### src/dcr_pkg.sv
// Shared types, constants and register codes for the depth colormap block.
// No dependencies; every other file imports this package.

package dcr_pkg;

    // Frame geometry
    localparam int MAX_DIM     = 1024;
    localparam int DIM_W       = 11;                  // register width of a dimension
    localparam int CNT_W       = $clog2(MAX_DIM);     // row / column counter width
    localparam int DEST_W      = 20;
    localparam int DEPTH_W     = 16;
    localparam int COLOR_W     = 32;

    // Configuration port
    localparam int CFG_IDX_W   = 2;
    localparam int CFG_DATA_W  = DIM_W;
    localparam int ORIENT_W    = 2;

    typedef enum logic [CFG_IDX_W-1:0] {
        CFG_ORIENTATION   = 2'd0,
        CFG_SOURCE_WIDTH  = 2'd1,
        CFG_SOURCE_HEIGHT = 2'd2
    } cfg_reg_t;

    typedef enum logic [ORIENT_W-1:0] {
        ORIENT_LANDSCAPE = 2'd0,
        ORIENT_CW        = 2'd1,
        ORIENT_CCW       = 2'd2
    } orient_t;

    localparam logic [ORIENT_W-1:0] ORIENT_RESET = ORIENT_LANDSCAPE;
    localparam logic [DIM_W-1:0]    WIDTH_RESET  = 11'd640;
    localparam logic [DIM_W-1:0]    HEIGHT_RESET = 11'd480;

    // Palette breakpoints
    localparam logic [DEPTH_W-1:0] DEPTH_BLACK_END = 16'h0190;
    localparam logic [DEPTH_W-1:0] DEPTH_SEG1_END  = 16'h0400;
    localparam logic [DEPTH_W-1:0] DEPTH_SEG2_END  = 16'h0600;
    localparam logic [DEPTH_W-1:0] DEPTH_SEG3_END  = 16'h0800;
    localparam logic [DEPTH_W-1:0] DEPTH_SEG4_END  = 16'h0C00;
    localparam logic [DEPTH_W-1:0] DEPTH_FAR       = 16'h1000;

    localparam logic [7:0]         CHAN_FULL    = 8'hFF;
    localparam logic [COLOR_W-1:0] ALPHA_OPAQUE = 32'hFF00_0000;
    localparam logic [COLOR_W-1:0] FAR_RED      = 32'hFFFF_0000;

    // floor(q / 39) == (q * RECIP_39) >> RECIP_SHIFT for q < 2^14
    localparam logic [14:0] RECIP_39    = 15'd26887;
    localparam int          RECIP_SHIFT = 20;

    // Effective (clamped) configuration
    typedef struct packed {
        logic [ORIENT_W-1:0] orientation;
        logic [DIM_W-1:0]    width;
        logic [DIM_W-1:0]    height;
    } cfg_t;

    // Source position of one pixel
    typedef struct packed {
        logic [CNT_W-1:0] row;
        logic [CNT_W-1:0] col;
        logic             last;
    } pos_t;

endpackage

### src/dcr_if.sv
// Stream interfaces for depth pixels in and colored pixels out.
// Depends on dcr_pkg for field widths.

interface dcr_in_if import dcr_pkg::*; ();
    logic               valid;
    logic               ready;
    logic [DEPTH_W-1:0] depth;

    modport source (output valid, output depth, input ready);
    modport sink   (input valid, input depth, output ready);
endinterface

interface dcr_out_if import dcr_pkg::*; ();
    logic               valid;
    logic               ready;
    logic [COLOR_W-1:0] color;
    logic [DEST_W-1:0]  dest_index;
    logic               frame_end;

    modport source (output valid, output color, output dest_index, output frame_end,
                    input ready);
    modport sink   (input valid, input color, input dest_index, input frame_end,
                    output ready);
endinterface

### src/dcr_cfg_regs.sv
// Configuration registers with clamping of the frame dimensions.
// Depends on dcr_pkg.

module dcr_cfg_regs import dcr_pkg::*;
(
    input  logic                  clk,
    input  logic                  rst_n,
    input  logic                  cfg_we,
    input  logic [CFG_IDX_W-1:0]  cfg_index,
    input  logic [CFG_DATA_W-1:0] cfg_data,
    output cfg_t                  cfg
);

    localparam logic [DIM_W-1:0] DIM_MAX = DIM_W'(MAX_DIM);

    logic [ORIENT_W-1:0] orientation_reg;
    logic [DIM_W-1:0]    width_reg;
    logic [DIM_W-1:0]    height_reg;

    // Register writes; unknown indexes are dropped
    always_ff @(posedge clk or negedge rst_n)
    begin
        if (!rst_n)
        begin
            orientation_reg <= ORIENT_RESET;
            width_reg       <= WIDTH_RESET;
            height_reg      <= HEIGHT_RESET;
        end
        else if (cfg_we)
        begin
            case (cfg_index)
                CFG_ORIENTATION:   orientation_reg <= cfg_data[ORIENT_W-1:0];
                CFG_SOURCE_WIDTH:  width_reg       <= cfg_data;
                CFG_SOURCE_HEIGHT: height_reg      <= cfg_data;
                default: ;
            endcase
        end
    end

    // Zero acts as one, oversize acts as the maximum
    function automatic logic [DIM_W-1:0] clamp_dim(input logic [DIM_W-1:0] v);
        logic [DIM_W-1:0] res;
        if (v == '0)
            res = DIM_W'(1);
        else if (v > DIM_MAX)
            res = DIM_MAX;
        else
            res = v;
        return res;
    endfunction

    always_comb
    begin
        cfg.orientation = orientation_reg;
        cfg.width       = clamp_dim(width_reg);
        cfg.height      = clamp_dim(height_reg);
    end

endmodule

### src/dcr_pos_counter.sv
// Row and column counters that tag each accepted pixel with its source position.
// Depends on dcr_pkg.

module dcr_pos_counter import dcr_pkg::*;
(
    input  logic clk,
    input  logic rst_n,
    input  cfg_t cfg,
    input  logic advance,
    output pos_t pos
);

    logic [CNT_W-1:0] outer_count_reg, outer_count_next;
    logic [CNT_W-1:0] inner_count_reg, inner_count_next;
    logic             row_end;

    // Position of the pixel being accepted; out-of-frame counters restart the frame
    always_comb
    begin
        if ((DIM_W'(outer_count_reg) >= cfg.height) || (DIM_W'(inner_count_reg) >= cfg.width))
        begin
            pos.row = '0;
            pos.col = '0;
        end
        else
        begin
            pos.row = outer_count_reg;
            pos.col = inner_count_reg;
        end
        row_end  = (DIM_W'(pos.col) == cfg.width - DIM_W'(1));
        pos.last = row_end && (DIM_W'(pos.row) == cfg.height - DIM_W'(1));
    end

    // Advance to the next pixel in raster order
    always_comb
    begin
        if (row_end)
        begin
            inner_count_next = '0;
            outer_count_next = pos.last ? '0 : pos.row + CNT_W'(1);
        end
        else
        begin
            inner_count_next = pos.col + CNT_W'(1);
            outer_count_next = pos.row;
        end
    end

    always_ff @(posedge clk or negedge rst_n)
    begin
        if (!rst_n)
        begin
            outer_count_reg <= '0;
            inner_count_reg <= '0;
        end
        else if (advance)
        begin
            outer_count_reg <= outer_count_next;
            inner_count_reg <= inner_count_next;
        end
    end

endmodule

### src/dcr_pixel_map.sv
// Combinational palette lookup and destination index for one registered pixel.
// Depends on dcr_pkg.

module dcr_pixel_map import dcr_pkg::*;
(
    input  cfg_t               cfg,
    input  logic [DEPTH_W-1:0] depth,
    input  logic [CNT_W-1:0]   row,
    input  logic [CNT_W-1:0]   col,
    output logic [COLOR_W-1:0] color,
    output logic [DEST_W-1:0]  dest_index
);

    // ---------------- palette ----------------
    logic [DEPTH_W-1:0] off1, off2, off4;
    logic [9:0]         x1, x4;
    logic [8:0]         x2;
    logic [17:0]        p1, p4;
    logic [16:0]        p2;
    logic [28:0]        m1;
    logic [7:0]         ramp1, ramp2, ramp4;

    always_comb
    begin
        off1 = depth - DEPTH_BLACK_END;
        off2 = depth - ((depth < DEPTH_SEG2_END) ? DEPTH_SEG1_END : DEPTH_SEG2_END);
        off4 = depth - ((depth < DEPTH_SEG4_END) ? DEPTH_SEG3_END : DEPTH_SEG4_END);
        x1   = off1[9:0];
        x2   = off2[8:0];
        x4   = off4[9:0];

        // 255*x as a shift and subtract
        p1 = (18'(x1) << 8) - 18'(x1);
        p2 = (17'(x2) << 8) - 17'(x2);
        p4 = (18'(x4) << 8) - 18'(x4);

        // segment of 624 = 16 * 39: shift, then reciprocal multiply
        m1    = 29'(p1[17:4]) * 29'(RECIP_39);
        ramp1 = m1[RECIP_SHIFT+7:RECIP_SHIFT];
        ramp2 = p2[16:9];
        ramp4 = p4[17:10];

        if (depth >= DEPTH_FAR)
            color = FAR_RED;
        else if (depth < DEPTH_BLACK_END)
            color = ALPHA_OPAQUE;
        else if (depth < DEPTH_SEG1_END)
            color = ALPHA_OPAQUE | {8'h00, CHAN_FULL - ramp1, 8'h00, CHAN_FULL};
        else if (depth < DEPTH_SEG2_END)
            color = ALPHA_OPAQUE | {8'h00, 8'h00, ramp2, CHAN_FULL};
        else if (depth < DEPTH_SEG3_END)
            color = ALPHA_OPAQUE | {8'h00, 8'h00, CHAN_FULL, CHAN_FULL - ramp2};
        else if (depth < DEPTH_SEG4_END)
            color = ALPHA_OPAQUE | {8'h00, ramp4, CHAN_FULL, 8'h00};
        else
            color = ALPHA_OPAQUE | {8'h00, CHAN_FULL, CHAN_FULL - ramp4, 8'h00};
    end

    // ---------------- destination index ----------------
    // One multiply-add: mul_a * mul_b + addend, operands chosen by orientation
    logic [DIM_W-1:0]       w_m1_c;
    logic [DIM_W-1:0]       h_m1_r;
    logic [CNT_W-1:0]       mul_a;
    logic [DIM_W-1:0]       mul_b;
    logic [DIM_W-1:0]       addend;
    logic [CNT_W+DIM_W-1:0] prod;
    logic [CNT_W+DIM_W:0]   sum;

    always_comb
    begin
        w_m1_c = cfg.width - DIM_W'(1) - DIM_W'(col);
        h_m1_r = cfg.height - DIM_W'(1) - DIM_W'(row);
        case (cfg.orientation)
            ORIENT_CW:
            begin
                mul_a  = col;
                mul_b  = cfg.height;
                addend = h_m1_r;
            end
            ORIENT_CCW:
            begin
                mul_a  = w_m1_c[CNT_W-1:0];
                mul_b  = cfg.height;
                addend = DIM_W'(row);
            end
            default:
            begin
                mul_a  = row;
                mul_b  = cfg.width;
                addend = DIM_W'(col);
            end
        endcase
        prod       = (CNT_W+DIM_W)'(mul_a) * (CNT_W+DIM_W)'(mul_b);
        sum        = (CNT_W+DIM_W+1)'(prod) + (CNT_W+DIM_W+1)'(addend);
        dest_index = sum[DEST_W-1:0];
    end

endmodule

### src/depth_colormap_rotate.sv
// Top level: depth pixel stream to ARGB color with oriented destination index.
// Depends on dcr_pkg, dcr_if, dcr_cfg_regs, dcr_pos_counter, dcr_pixel_map.
//
//   channel   dir  fields                              transfer
//   pix_in    in   depth[15:0]                         valid & ready
//   pix_out   out  color[31:0] dest_index[19:0]        valid & ready
//                  frame_end
//   cfg_*     in   cfg_index[1:0] cfg_data[10:0]       cfg_we
//
// Two register stages: an input register (depth plus its source row/column)
// and a result register, with the palette and one multiply-add between them.
// One pixel is taken every cycle while the result side
// keeps up. A stall on pix_out fills both stages before pix_in.ready drops.
// Reset clears the valid flags and position counters and restores the config.

module depth_colormap_rotate import dcr_pkg::*;
(
    input  logic                  clk,
    input  logic                  rst_n,
    input  logic                  cfg_we,
    input  logic [CFG_IDX_W-1:0]  cfg_index,
    input  logic [CFG_DATA_W-1:0] cfg_data,
    dcr_in_if.sink                pix_in,
    dcr_out_if.source             pix_out
);

    cfg_t cfg;
    pos_t pos;

    logic s1_valid_reg;
    logic [DEPTH_W-1:0] s1_depth_reg;
    logic [CNT_W-1:0]   s1_row_reg;
    logic [CNT_W-1:0]   s1_col_reg;
    logic               s1_last_reg;

    logic               out_valid_reg;
    logic [COLOR_W-1:0] out_color_reg;
    logic [DEST_W-1:0]  out_dest_reg;
    logic               out_last_reg;

    logic [COLOR_W-1:0] map_color;
    logic [DEST_W-1:0]  map_dest;

    logic out_free;
    logic s1_move;
    logic in_take;

    dcr_cfg_regs u_cfg
    (
        .clk       (clk),
        .rst_n     (rst_n),
        .cfg_we    (cfg_we),
        .cfg_index (cfg_index),
        .cfg_data  (cfg_data),
        .cfg       (cfg)
    );

    dcr_pos_counter u_pos
    (
        .clk     (clk),
        .rst_n   (rst_n),
        .cfg     (cfg),
        .advance (in_take),
        .pos     (pos)
    );

    dcr_pixel_map u_map
    (
        .cfg        (cfg),
        .depth      (s1_depth_reg),
        .row        (s1_row_reg),
        .col        (s1_col_reg),
        .color      (map_color),
        .dest_index (map_dest)
    );

    // Pipeline flow control
    always_comb
    begin
        out_free     = !out_valid_reg || pix_out.ready;
        s1_move      = s1_valid_reg && out_free;
        pix_in.ready = !s1_valid_reg || out_free;
        in_take      = pix_in.valid && pix_in.ready;
    end

    // Valid flags
    always_ff @(posedge clk or negedge rst_n)
    begin
        if (!rst_n)
        begin
            s1_valid_reg  <= 1'b0;
            out_valid_reg <= 1'b0;
        end
        else
        begin
            if (pix_in.ready)
                s1_valid_reg <= pix_in.valid;
            if (out_free)
                out_valid_reg <= s1_valid_reg;
        end
    end

    // Payload registers
    always_ff @(posedge clk)
    begin
        if (in_take)
        begin
            s1_depth_reg <= pix_in.depth;
            s1_row_reg   <= pos.row;
            s1_col_reg   <= pos.col;
            s1_last_reg  <= pos.last;
        end
        if (s1_move)
        begin
            out_color_reg <= map_color;
            out_dest_reg  <= map_dest;
            out_last_reg  <= s1_last_reg;
        end
    end

    assign pix_out.valid      = out_valid_reg;
    assign pix_out.color      = out_color_reg;
    assign pix_out.dest_index = out_dest_reg;
    assign pix_out.frame_end  = out_last_reg;

endmodule
### src/flat_wrapper.sv
// flat-port wrapper written by rule: the top's interface ports become plain ports
module depth_colormap_rotate_flat import dcr_pkg::*;
  (clk, rst_n, cfg_we, cfg_index, cfg_data, pix_in_valid, pix_in_depth, pix_in_ready, pix_out_valid, pix_out_color, pix_out_dest_index, pix_out_frame_end, pix_out_ready);
  dcr_in_if pix_in_i ();
  dcr_out_if pix_out_i ();
  input  logic clk;
  input  logic rst_n;
  input  logic cfg_we;
  input  logic [CFG_IDX_W-1:0] cfg_index;
  input  logic [CFG_DATA_W-1:0] cfg_data;
  input wire logic [$bits(pix_in_i.valid)-1:0] pix_in_valid;
  input wire logic [$bits(pix_in_i.depth)-1:0] pix_in_depth;
  output wire logic [$bits(pix_in_i.ready)-1:0] pix_in_ready;
  output wire logic [$bits(pix_out_i.valid)-1:0] pix_out_valid;
  output wire logic [$bits(pix_out_i.color)-1:0] pix_out_color;
  output wire logic [$bits(pix_out_i.dest_index)-1:0] pix_out_dest_index;
  output wire logic [$bits(pix_out_i.frame_end)-1:0] pix_out_frame_end;
  input wire logic [$bits(pix_out_i.ready)-1:0] pix_out_ready;
  assign pix_in_i.valid = pix_in_valid;
  assign pix_in_i.depth = pix_in_depth;
  assign pix_in_ready = pix_in_i.ready;
  assign pix_out_valid = pix_out_i.valid;
  assign pix_out_color = pix_out_i.color;
  assign pix_out_dest_index = pix_out_i.dest_index;
  assign pix_out_frame_end = pix_out_i.frame_end;
  assign pix_out_i.ready = pix_out_ready;
  depth_colormap_rotate u_core (.clk(clk), .rst_n(rst_n), .cfg_we(cfg_we), .cfg_index(cfg_index), .cfg_data(cfg_data), .pix_in(pix_in_i), .pix_out(pix_out_i));
endmodule
### config.mk
export PLATFORM = sky130hd
export DESIGN_NAME = depth_colormap_rotate_flat
export DESIGN_NICKNAME = d
export VERILOG_FILES = /design/src/dcr_pkg.sv /design/src/dcr_if.sv /design/src/dcr_cfg_regs.sv /design/src/dcr_pos_counter.sv /design/src/dcr_pixel_map.sv /design/src/depth_colormap_rotate.sv /design/src/flat_wrapper.sv
export SDC_FILE = /design/constraint.sdc
export NUM_CORES = 1
export LEC_CHECK = 0
export ABC_CLOCK_PERIOD_IN_PS = 23000
export CAP_MARGIN = 40
export CORE_ASPECT_RATIO = 0.5
export CORE_MARGIN = 4
export CORE_UTILIZATION = 60
export DETAILED_ROUTE_END_ITERATION = 8
export DONT_BUFFER_PORTS = 1
export PLACE_DENSITY = 0.79
export SETUP_SLACK_MARGIN = 0.15
export SKIP_LAST_GASP = 1
export SYNTH_ARGS = -nofsm -noshare
export SYNTH_HDL_FRONTEND = slang
export SYNTH_HIERARCHICAL = 1
export SYNTH_SLANG_ARGS = --single-unit
### constraint.sdc
create_clock -name clk -period 23 [get_ports clk]
set_input_delay 1.15 -clock clk [delete_from_list [all_inputs] [get_ports clk]]
set_output_delay 1.15 -clock clk [all_outputs]
set_load 0.03 [all_outputs]
==> qor.yml, run 1 <==
detailed_routing:
  routed_wl_mm: 42.1
  vias_per_cell: 6.07
  vias: 13400
  avgRoutedWirePerCell_um: 19.1
  drc: 0
  drt_pass1_iterations: 7
  drtIter0Drc: 1382
  ant_nets: 0
setup_path:
  r2r_cells: 25
  endpoint_kind: "flop"
  critPathMaxStageDelay_ns: 0.62
  r2r_slack_ns: 14.40
  crit_arrival_ns: 8.79
  r2r_start: "u_core/u_cfg/width_reg[10]"
  cpMostUsedCell: "fa_1"
  cp-start-kind: "flop"
  cpMaxStageDelayCell: "or4b_2"
  cp.required_ns: 23.20
  timing.rr.end: "u_core/pix_out.dest_index[17]"
  crit_path_max_fanout: 20
  timing_worst_setup_path_type: "flop to flop"
global_routing:
  grt_pass1_wl_mm: 70.1
  grt_antenna_before_repair: 0
  gr-total-overflow: 0
  grt_max_degree: 56
  grt_usage: 0.280
  grt_pass1_vias: 13600
floorplanning:
  dieArea_mm2: 0.0312
  num_rows: 43
  initial_core_util: 0.611
  ioPinCount: 89
  die_h_um: 127
  die_w_um: 246
  core_region_area_mm2: 0.0278
synth:
  synth_cell_types: 90
  synth_area_leaders: "ha_1 17%, edfxtp_1 16%, fa_1 15%, inv_1 6.7%, dfrtp_1 5.9%"
  synth_seq_cells: 136
  synth_area_mm2: 0.0170
  synthCells: 1831
  yosysWarnings: 6
  synth_top_area_share: 0.172
  async_reset_ff_frac: 0.338
  synth_top_area_cell: "ha_1"
  ys.flop_type: "edfxtp_1"
  avgSynthCellArea_um2: 9.28
  ys_seq_area_frac: 0.227
  synth-edff-count: 90
timing:
  finalMaxSlewViolations: 0
  relSlewSlack: 0.381
  worstMarginPinSlew_ns: 0.926
  clock_skew_ns: 0.0111
  rsz0062_at_grt: "false"
  fmax_mhz: 116
  finalCriticalPeriod_ns: 8.60
  finalCritPeriodShare: 0.374
  setup_viol: 0
  fin_tns_setup_ns: 0
  hold_viol_final: 0
final_layout:
  drive_above_1_share: 0.0646
  final_cell_mix: "303 x inv_1, 232 x ha_1, 126 x fa_1, 120 x nand2_1, 95 x nor2_1"
  num-nets-final: 2208
  area_growth_pct: 5.77
  largest_reg_flops: 32
  final_common_cell: "inv_1"
  n_antenna_cell: 0
cts:
  cts-buffers-inserted: 17
  path_clk_slew_ns: 0.06
  post_cts_buffers: 0
  tritoncts: "built"
  cts.sinks: 136
  clockBufferDepth: 2
  ctsResizeCount: 0
  clk_latency_ns: 0.44
  cts_hold_buf: 0
  clockRootBuffer: "clkbuf_16"
  htreeDepth: 4
flow_run:
  drv_cap: 0
placed_design:
  io_buffers: 0
  hpwl_mm: 32.6
  place_congestion: 0.980
min_path:
  min_path_type: "input port to async pin"
run_status:
  status: "finished, final reports clean"
[worst max path at each step]
stage / from / endpoint / slack, ns / depth (start not counted)
floorplan: u_core/u_cfg/width_reg[10] / u_core/pix_out.dest_index[17] / 15.42 / 26
global placement: u_core/u_cfg/width_reg[10] / u_core/pix_out.dest_index[17] / 14.57 / 26
detailed placement: u_core/u_cfg/width_reg[10] / u_core/pix_out.dest_index[17] / 14.50 / 25
CTS: u_core/u_cfg/width_reg[10] / u_core/pix_out.dest_index[17] / 14.49 / 25
global route: u_core/u_cfg/width_reg[10] / u_core/pix_out.dest_index[17] / 13.71 / 25
finish: u_core/u_cfg/width_reg[10] / u_core/pix_out.dest_index[17] / 14.40 / 25
[layer usage]
layer  part of all wire  GRT usage
met3              0.064     0.0476
met2               0.48      0.475
met4              0.035      0.102
met1               0.42      0.366
met5                  0          0
[synth_stat cells (28+ instances only)]
cell / n
clkbuf_1: 41
nor3_1: 37
xnor2_1: 71
a21oi_1: 88
nand3_1: 45
ha_1: 233
inv_1: 303
nand2_1: 120
o21ai_0: 75
nor2b_1: 28
edfxtp_1: 90
dfrtp_1: 40
fa_1: 126
nor2_1: 95
[critical path: cells and delay by family, from the launching register on]
family / cells / cell delay (ns)
simple gates: 4 / 1.27
buf+inv: 2 / 0.12
flops: 1 / 0.60
xor+xnor: 1 / 0.08
compound gates: 10 / 2.64
fa+ha+maj: 8 / 3.63
[through the flow]
stage / hold slack (ns) / worst slack (ns) / cells / area [µm²] / utilization
after global routing: 0.377 / 13.71 / 2210 / 18000 / 0.646
after detailed placement: 0.406 / 14.50 / 2178 / 17400 / 0.624
after floorplan: 0.400 / 15.42 / 1838 / 17000 / -
after global placement: 0.404 / 14.57 / 2173 / 17300 / 0.623
after CTS: 0.377 / 14.49 / 2210 / 18000 / 0.646
final: 0.395 / 14.40 / 2210 / 18000 / 0.646
[logic make-up (layout without fill, tap and decap cells)]
| logic type | after synthesis | in the layout | share of synthesized area |
|---|---|---|---|
| buffers and inverters | 368 | 358 | 0.0851 |
| AO/OA/AOI/OAI | 333 | 333 | 0.130 |
| other | 1 | 8 | 0.000221 |
| adder cells (fa/ha/maj) | 359 | 359 | 0.320 |
| XOR/XNOR | 95 | 95 | 0.0509 |
| multiplexers | 48 | 48 | 0.0351 |
| AND/OR/NAND/NOR | 491 | 491 | 0.151 |
| flip-flops | 136 | 136 | 0.227 |
[area by class of cell]
cell class                      instances  area (µm²)
Timing Repair Buffer                   22         168
Clock buffer                           20         457
Fill cell                            2221        9840
Inverter                              304        1140
Tap cell                              382         478
Clock inverter                         12         148
Multi-Input combinational cell       1334       11700
Sequential cell                       136        3860
Power of run 1 is not shown: default switching activity piles up to over one toggle a cycle in this logic, so the estimate is an artifact.
==> inputs of run 2 (changes only) <==
--- a/config.mk
+++ b/config.mk
@@ -5,7 +5,8 @@
 export SDC_FILE = /design/constraint.sdc
 export NUM_CORES = 1
 export LEC_CHECK = 0
-export ABC_CLOCK_PERIOD_IN_PS = 23000
+export ABC_AREA = 1
+export ABC_CLOCK_PERIOD_IN_PS = 8590
 export CAP_MARGIN = 40
 export CORE_ASPECT_RATIO = 0.5
 export CORE_MARGIN = 4
==> constraint.sdc (replaced) <==
create_clock -name clk -period 8.59 [get_ports clk]
set_input_delay 0.4295 -clock clk [delete_from_list [all_inputs] [get_ports clk]]
set_output_delay 0.4295 -clock clk [all_outputs]
set_load 0.03 [all_outputs]
==> run 2 against run 1 <==
  * Non-clock buffer count fell by 13
  * Cell count increased by 25%
  * Utilization fell by 0.059 points
  * Hold slack got worse by 0.32 ns
  * Largest cell class unchanged
==> qor.yml, run 2 <==
timing:
  relSlewSlack: 0.386
  fin_tns_setup_ns: 0
  fmax_mhz: 136
  finalMaxSlewViolations: 0
  worstMarginPinSlew_ns: 0.914
  rsz0062_at_grt: "false"
  setup_viol: 0
  setup_slack_ns: 1.26
  finalCritPeriodShare: 0.854
  hold_viol_final: 0
  finalCriticalPeriod_ns: 7.33
  clock_skew_ns: 0.00807
final_layout:
  final_cells: 2753
  num-nets-final: 2742
  final_cell_mix: "509 x inv_1, 493 x nand2_1, 233 x ha_1, 210 x nor2_1, 141 x nand3_1"
  largest_reg_flops: 32
  drive_above_1_share: 0.0546
  num-fill-cells: 2590
  final_common_cell: "inv_1"
  n_antenna_cell: 0
  area_growth_pct: 5.55
cts:
  cts-buffers-inserted: 17
  clk_latency_ns: 0.44
  htreeDepth: 4
  path_clk_slew_ns: 0.07
  clockRootBuffer: "clkbuf_16"
  cts.sinks: 136
  tritoncts: "built"
  clockBufferDepth: 2
setup_path:
  cpMostUsedCell: "nand2_1"
  endpoint_kind: "flop"
  cpMaxStageDelayCell: "fa_1"
  crit_arrival_ns: 7.52
  crit_buf_inv: 5
  cp_top_family: "adder cells"
  timing_worst_setup_path_type: "flop to flop"
  crit_path_max_fanout: 9
  r2r_cells: 33
  cp.required_ns: 8.78
  cp-start-kind: "flop"
  r2r_slack_ns: 1.26
  timing.rr.end: "u_core/pix_out.dest_index[13]"
  critPathMaxStageDelay_ns: 0.54
  r2r_start: "u_core/u_cfg/width_reg[0]"
synth:
  yosysWarnings: 6
  synth_area_mm2: 0.0178
  synth-xor-area-share: 0.0348
  synth_top_area_share: 0.164
  synth_area_leaders: "ha_1 16%, edfxtp_1 15%, fa_1 14%, inv_1 11%, nand2_1 10%"
  synth_most_common_cell: "inv_1"
  ys.flop_type: "edfxtp_1"
  synth_top_family_by_area: "adder cells"
  synth-edff-count: 90
  synth_fa_ha_area_frac: 0.306
  synthMuxAreaShare: 0
  synth_cell_types: 55
  synth_common_cells: "510 x inv_1, 493 x nand2_1, 233 x ha_1"
  synth_seq_cells: 136
  avgSynthCellArea_um2: 7.57
  synth_top_area_cell: "ha_1"
  async_reset_ff_frac: 0.338
  synth_compound_area_frac: 0.0739
  synthSimpleGateAreaFrac: 0.245
  synthCells: 2349
  ys_seq_area_frac: 0.217
min_path:
  min_path_type: "input port to flop"
  hp-start: "pix_in_depth[2]"
  holdPathEnd: "u_core/s1_depth_reg[2]"
  holdPathStages: 0
power_and_ir_drop:
  power_uw: 7240
  ir_worst_vdd_uv: 316
  p_per_area_mw_per_mm2: 386
  p_seq_frac: 0.156
  p_comb_frac: 0.747
  pwr-share-clk: 0.097
  swShare: 0.547
  p_int_uw: 3280
  switchingPower_uw: 3960
  leakage_uw: 0.00997
detailed_routing:
  avgRoutedWirePerCell_um: 16.6
  routed_wl_mm: 45.7
  vias_per_cell: 5.49
  vias: 15100
  drtIter0Drc: 1255
  drc: 0
  ant_nets: 0
  drt_pass1_iterations: 6
placed_design:
  post-place-ws_ns: 1.44
  dp_cells: 2719
  hpwl_mm: 37.9
  place_congestion: 0.955
  io_buffers: 0
floorplanning:
  core_region_area_mm2: 0.0291
  die_h_um: 130
  num_rows: 44
  dieArea_mm2: 0.0326
  ioPinCount: 89
  initial_core_util: 0.612
  die_w_um: 251
global_routing:
  grt_pass1_wl_mm: 74.7
  grt_max_degree: 54
  gr-total-overflow: 0
  grt_pass1_vias: 14900
  grt_antenna_before_repair: 0
  grt_usage: 0.289
run_status:
  status: "finished, final reports clean"
flow_run:
  drv_cap: 0
run 2: cell types whose count changed in the layout (fill, tap and decap cells not counted), sizes merged, moves of 28 or more:
cell | previous run | this run
nand4 | 15 | 46
nand3 | 46 | 154
xnor2 | 72 | 14
nor2 | 95 | 240
mux2 | 33 | 0
nor2b | 28 | 0
xor2 | 22 | 55
nand2 | 120 | 507
inv | 305 | 527
run 2: layer usage:
| layer | wire (µm) | track usage | share of wire | vias to the layer above |
|---|---|---|---|---|
| li1 | - | - | - | 7390 |
| met1 | 19700 | 0.373 | 0.43 | 7087 |
| met2 | 21200 | 0.496 | 0.46 | 538 |
| met3 | 2990 | 0.0504 | 0.066 | 110 |
| met4 | 1750 | 0.109 | 0.038 | 0 |
| met5 | 0 | 0 | 0 | - |
run 2: power by group through the flow:
stage	clock network (µW)	registers [µW]	logic (µW)
4_1_cts	718	1130	5370
2_1_floorplan	0	1100	4090
5_1_grt	748	1140	6220
6_report	701	1130	5410
3_5_place_dp	0	1140	5310
3_3_place_gp	0	1140	5170
run 2: logic make-up (layout without fill, tap and decap cells):
logic type,Yosys count,count (layout)
buf+inv,562,568
flops,136,136
fa+ha+maj,359,359
xor+xnor,69,69
compound gates,237,237
simple gates,985,985
other cells,1,8
run 2: what timing repair did:
| action | 4_1_cts | 5_1_grt |
|---|---|---|
| gates resized for setup | 0 | 0 |
| hold buffers | 2 | 0 |
| buffers inserted | 0 | 0 |
| hold endpoints to repair | 46 | 0 |
run 2: worst max path at each step:
stage / start / endpoint / slack (ns) / depth (start not counted)
final: u_core/u_cfg/width_reg[0] / u_core/pix_out.dest_index[13] / 1.26 / 33
after global routing: u_core/u_cfg/width_reg[0] / u_core/pix_out.dest_index[19] / 0.69 / 35
after CTS: u_core/u_cfg/width_reg[0] / u_core/pix_out.dest_index[13] / 1.38 / 33
after detailed placement: u_core/u_cfg/width_reg[10] / u_core/pix_out.dest_index[13] / 1.44 / 33
after global placement: u_core/u_cfg/width_reg[10] / u_core/pix_out.dest_index[13] / 1.62 / 33
after floorplan: u_core/u_cfg/width_reg[4] / u_core/pix_out.dest_index[13] / 2.12 / 33
run 2: final cells by class:
cell class / instances / area (µm²) / area share
inverter: 527 / 1980 / 0.105
multi-input combinational: 1658 / 11800 / 0.627
clock buffer: 19 / 454 / 0.0242
timing repair buffer: 9 / 110 / 0.00587
clock inverter: 13 / 108 / 0.00573
sequential: 136 / 3860 / 0.206
tap: 391 / 489 / 0.0261
run 2: per-stage QoR:
step	instance area (µm²)	hold slack [ns]	utilization
4_1_cts	18800	0.0488	0.646
3_5_place_dp	18200	0.136	0.625
6_report	18800	0.0725	0.646
3_3_place_gp	18100	0.136	0.624
5_1_grt	18800	0.0479	0.646
2_1_floorplan	17800	0.134	-
No activity file was read; power rests on OpenSTA's default activity.
==> inputs of run 3 (changes only) <==
--- a/config.mk
+++ b/config.mk
@@ -14,6 +14,7 @@
 export DETAILED_ROUTE_END_ITERATION = 8
 export DONT_BUFFER_PORTS = 1
 export PLACE_DENSITY = 0.79
+export RECOVER_POWER = 25
 export SETUP_SLACK_MARGIN = 0.15
 export SKIP_LAST_GASP = 1
 export SYNTH_ARGS = -nofsm -noshare
==> run 3 against run 2 <==
  * The flow now finishes with violations (max-capacitance violations, max-slew violations)
  * Sequential share of layout area hardly changed
  * Clock power about the same
  * Final area fell by 0.13%
  * Fmax is 0.10% higher
  * Hold slack got worse by 0.0012 ns
  * Register-to-register slack is essentially flat
  * Via count down 0.32%
  * First-iteration DRC count fell by 5.9%
  * Combinational power about the same
  * Critical endpoint unchanged
==> qor.yml, run 3 (synthesis results as in run 2) <==
flow_run:
  drv_cap: 1
floorplanning:
  die_w_um: 251
  num_rows: 44
  ioPinCount: 89
  die_h_um: 130
  core_region_area_mm2: 0.0291
  initial_core_util: 0.612
  dieArea_mm2: 0.0326
global_routing:
  grt_max_degree: 54
  globalRouteMet3Util: 0.0504
  grt_pass1_wl_mm: 74.7
  grt_util_met2: 0.496
  grt_pass1_vias: 14900
  grt_antenna_before_repair: 0
  grt_use_met1: 0.373
  gr-total-overflow: 0
  grt_usage: 0.289
  top_usage_layer: "met2"
setup_path:
  cp.depth: 33
  endpoint_kind: "flop"
  crit_buf_inv: 5
  r2r_cells: 33
  cp.required_ns: 8.78
  cpMaxStageDelayCell: "fa_1"
  timing_worst_setup_path_type: "flop to flop"
  r2r_slack_ns: 1.26
  crit_arrival_ns: 7.52
  cpMostUsedCell: "nand2_1"
  r2r_start: "u_core/u_cfg/width_reg[0]"
  cp-start-kind: "flop"
  critPathMaxStageDelay_ns: 0.54
  cp_top_family: "adder cells"
  timing.rr.end: "u_core/pix_out.dest_index[13]"
  crit_path_max_fanout: 9
min_path:
  min_path_type: "input port to flop"
  holdPathStages: 0
  hp-start: "pix_in_depth[2]"
  holdPathEnd: "u_core/s1_depth_reg[2]"
timing:
  worstMarginPinSlew_ns: 2.40
  clock_skew_ns: 0.00695
  finalCriticalPeriod_ns: 7.33
  finalCritPeriodShare: 0.853
  fmax_mhz: 136
  fin_tns_setup_ns: 0
  hold_viol_final: 0
  setup_viol: 0
  relSlewSlack: -0.603
  rsz0062_at_grt: "false"
  finalMaxSlewViolations: 47
cts:
  clk_latency_ns: 0.44
  htreeDepth: 4
  cts.sinks: 136
  path_clk_slew_ns: 0.07
  post_cts_buffers: 0
  tritoncts: "built"
  cts-buffers-inserted: 17
  clockBufferDepth: 2
  clockRootBuffer: "clkbuf_16"
final_layout:
  final_common_cell: "inv_1"
  n_antenna_cell: 0
  largest_reg_flops: 32
  drive_above_1_share: 0.0542
  final_cell_mix: "509 x inv_1, 493 x nand2_1, 233 x ha_1, 210 x nor2_1, 141 x nand3_1"
  num-nets-final: 2742
  area_growth_pct: 5.42
detailed_routing:
  vias_per_cell: 5.48
  vias: 15100
  ant_nets: 0
  drc: 0
  avgRoutedWirePerCell_um: 16.6
  drt_pass1_iterations: 5
  drtIter0Drc: 1181
  routed_wl_mm: 45.7
run_status:
  status: "complete, but fails checks"
  failed_checks: "max-capacitance violations, max-slew violations"
power_and_ir_drop:
  p_seq_frac: 0.156
  switchingPower_uw: 3970
  pwr-share-clk: 0.097
  leakage_uw: 0.00996
  p_comb_frac: 0.747
  ir_worst_vdd_uv: 317
  swShare: 0.548
  power_uw: 7240
  p_per_area_mw_per_mm2: 386
  p_int_uw: 3270
placed_design:
  place_congestion: 0.955
  hpwl_mm: 37.9
  io_buffers: 0
[run 3: cell types whose count changed in the layout (fill, tap and decap cells not counted)]
cell / change
clkbuf_1: +1
buf_16: -1
[run 3: layer usage]
metal	vias to the layer above	part of all wire
li1	7398	-
met1	7045	0.43
met2	529	0.47
met3	105	0.066
met4	0	0.037
met5	-	0
[run 3: final cells by class]
type	count	area, µm²
multi-input cells	1658	11800
clock inverters	13	108
well taps	391	489
flip-flops and latches	136	3860
inverters	527	1980
repair buffers	9	86.3
clock buffers	19	454
fillers	2592	10300
[run 3: worst max-delay path by stage]
stage	startpoint	end	slack [ns]
3_3_place_gp	u_core/u_cfg/width_reg[10]	u_core/pix_out.dest_index[13]	1.62
6_report	u_core/u_cfg/width_reg[0]	u_core/pix_out.dest_index[13]	1.26
4_1_cts	u_core/u_cfg/width_reg[0]	u_core/pix_out.dest_index[13]	1.38
2_1_floorplan	u_core/u_cfg/width_reg[4]	u_core/pix_out.dest_index[13]	2.12
3_5_place_dp	u_core/u_cfg/width_reg[10]	u_core/pix_out.dest_index[13]	1.44
5_1_grt	u_core/u_cfg/width_reg[0]	u_core/pix_out.dest_index[19]	0.69
[run 3: repair_timing]
| action | in CTS | in global routing |
|---|---|---|
| hold endpoints to repair | 46 | 0 |
| resized for setup | 0 | 0 |
| hold buffers | 2 | 0 |
[run 3: power groups by stage]
stage	Clock [µW]	Sequential, µW	Combinational (µW)
after floorplan	0	1100	4090
after global placement	0	1140	5170
after detailed placement	0	1140	5310
after CTS	718	1130	5370
after global routing	748	1140	6220
final	702	1130	5410
[run 3: stage by stage]
stage	hold WS, ns	std cells	instance area (µm²)	util	setup WS (ns)
6_report	0.0713	2753	18700	0.645	1.26
5_1_grt	0.0479	2753	18700	0.645	0.688
4_1_cts	0.0488	2753	18800	0.646	1.38
3_5_place_dp	0.136	2719	18200	0.625	1.44
3_3_place_gp	0.136	2718	18100	0.624	1.62
2_1_floorplan	0.134	2356	17800	-	2.12
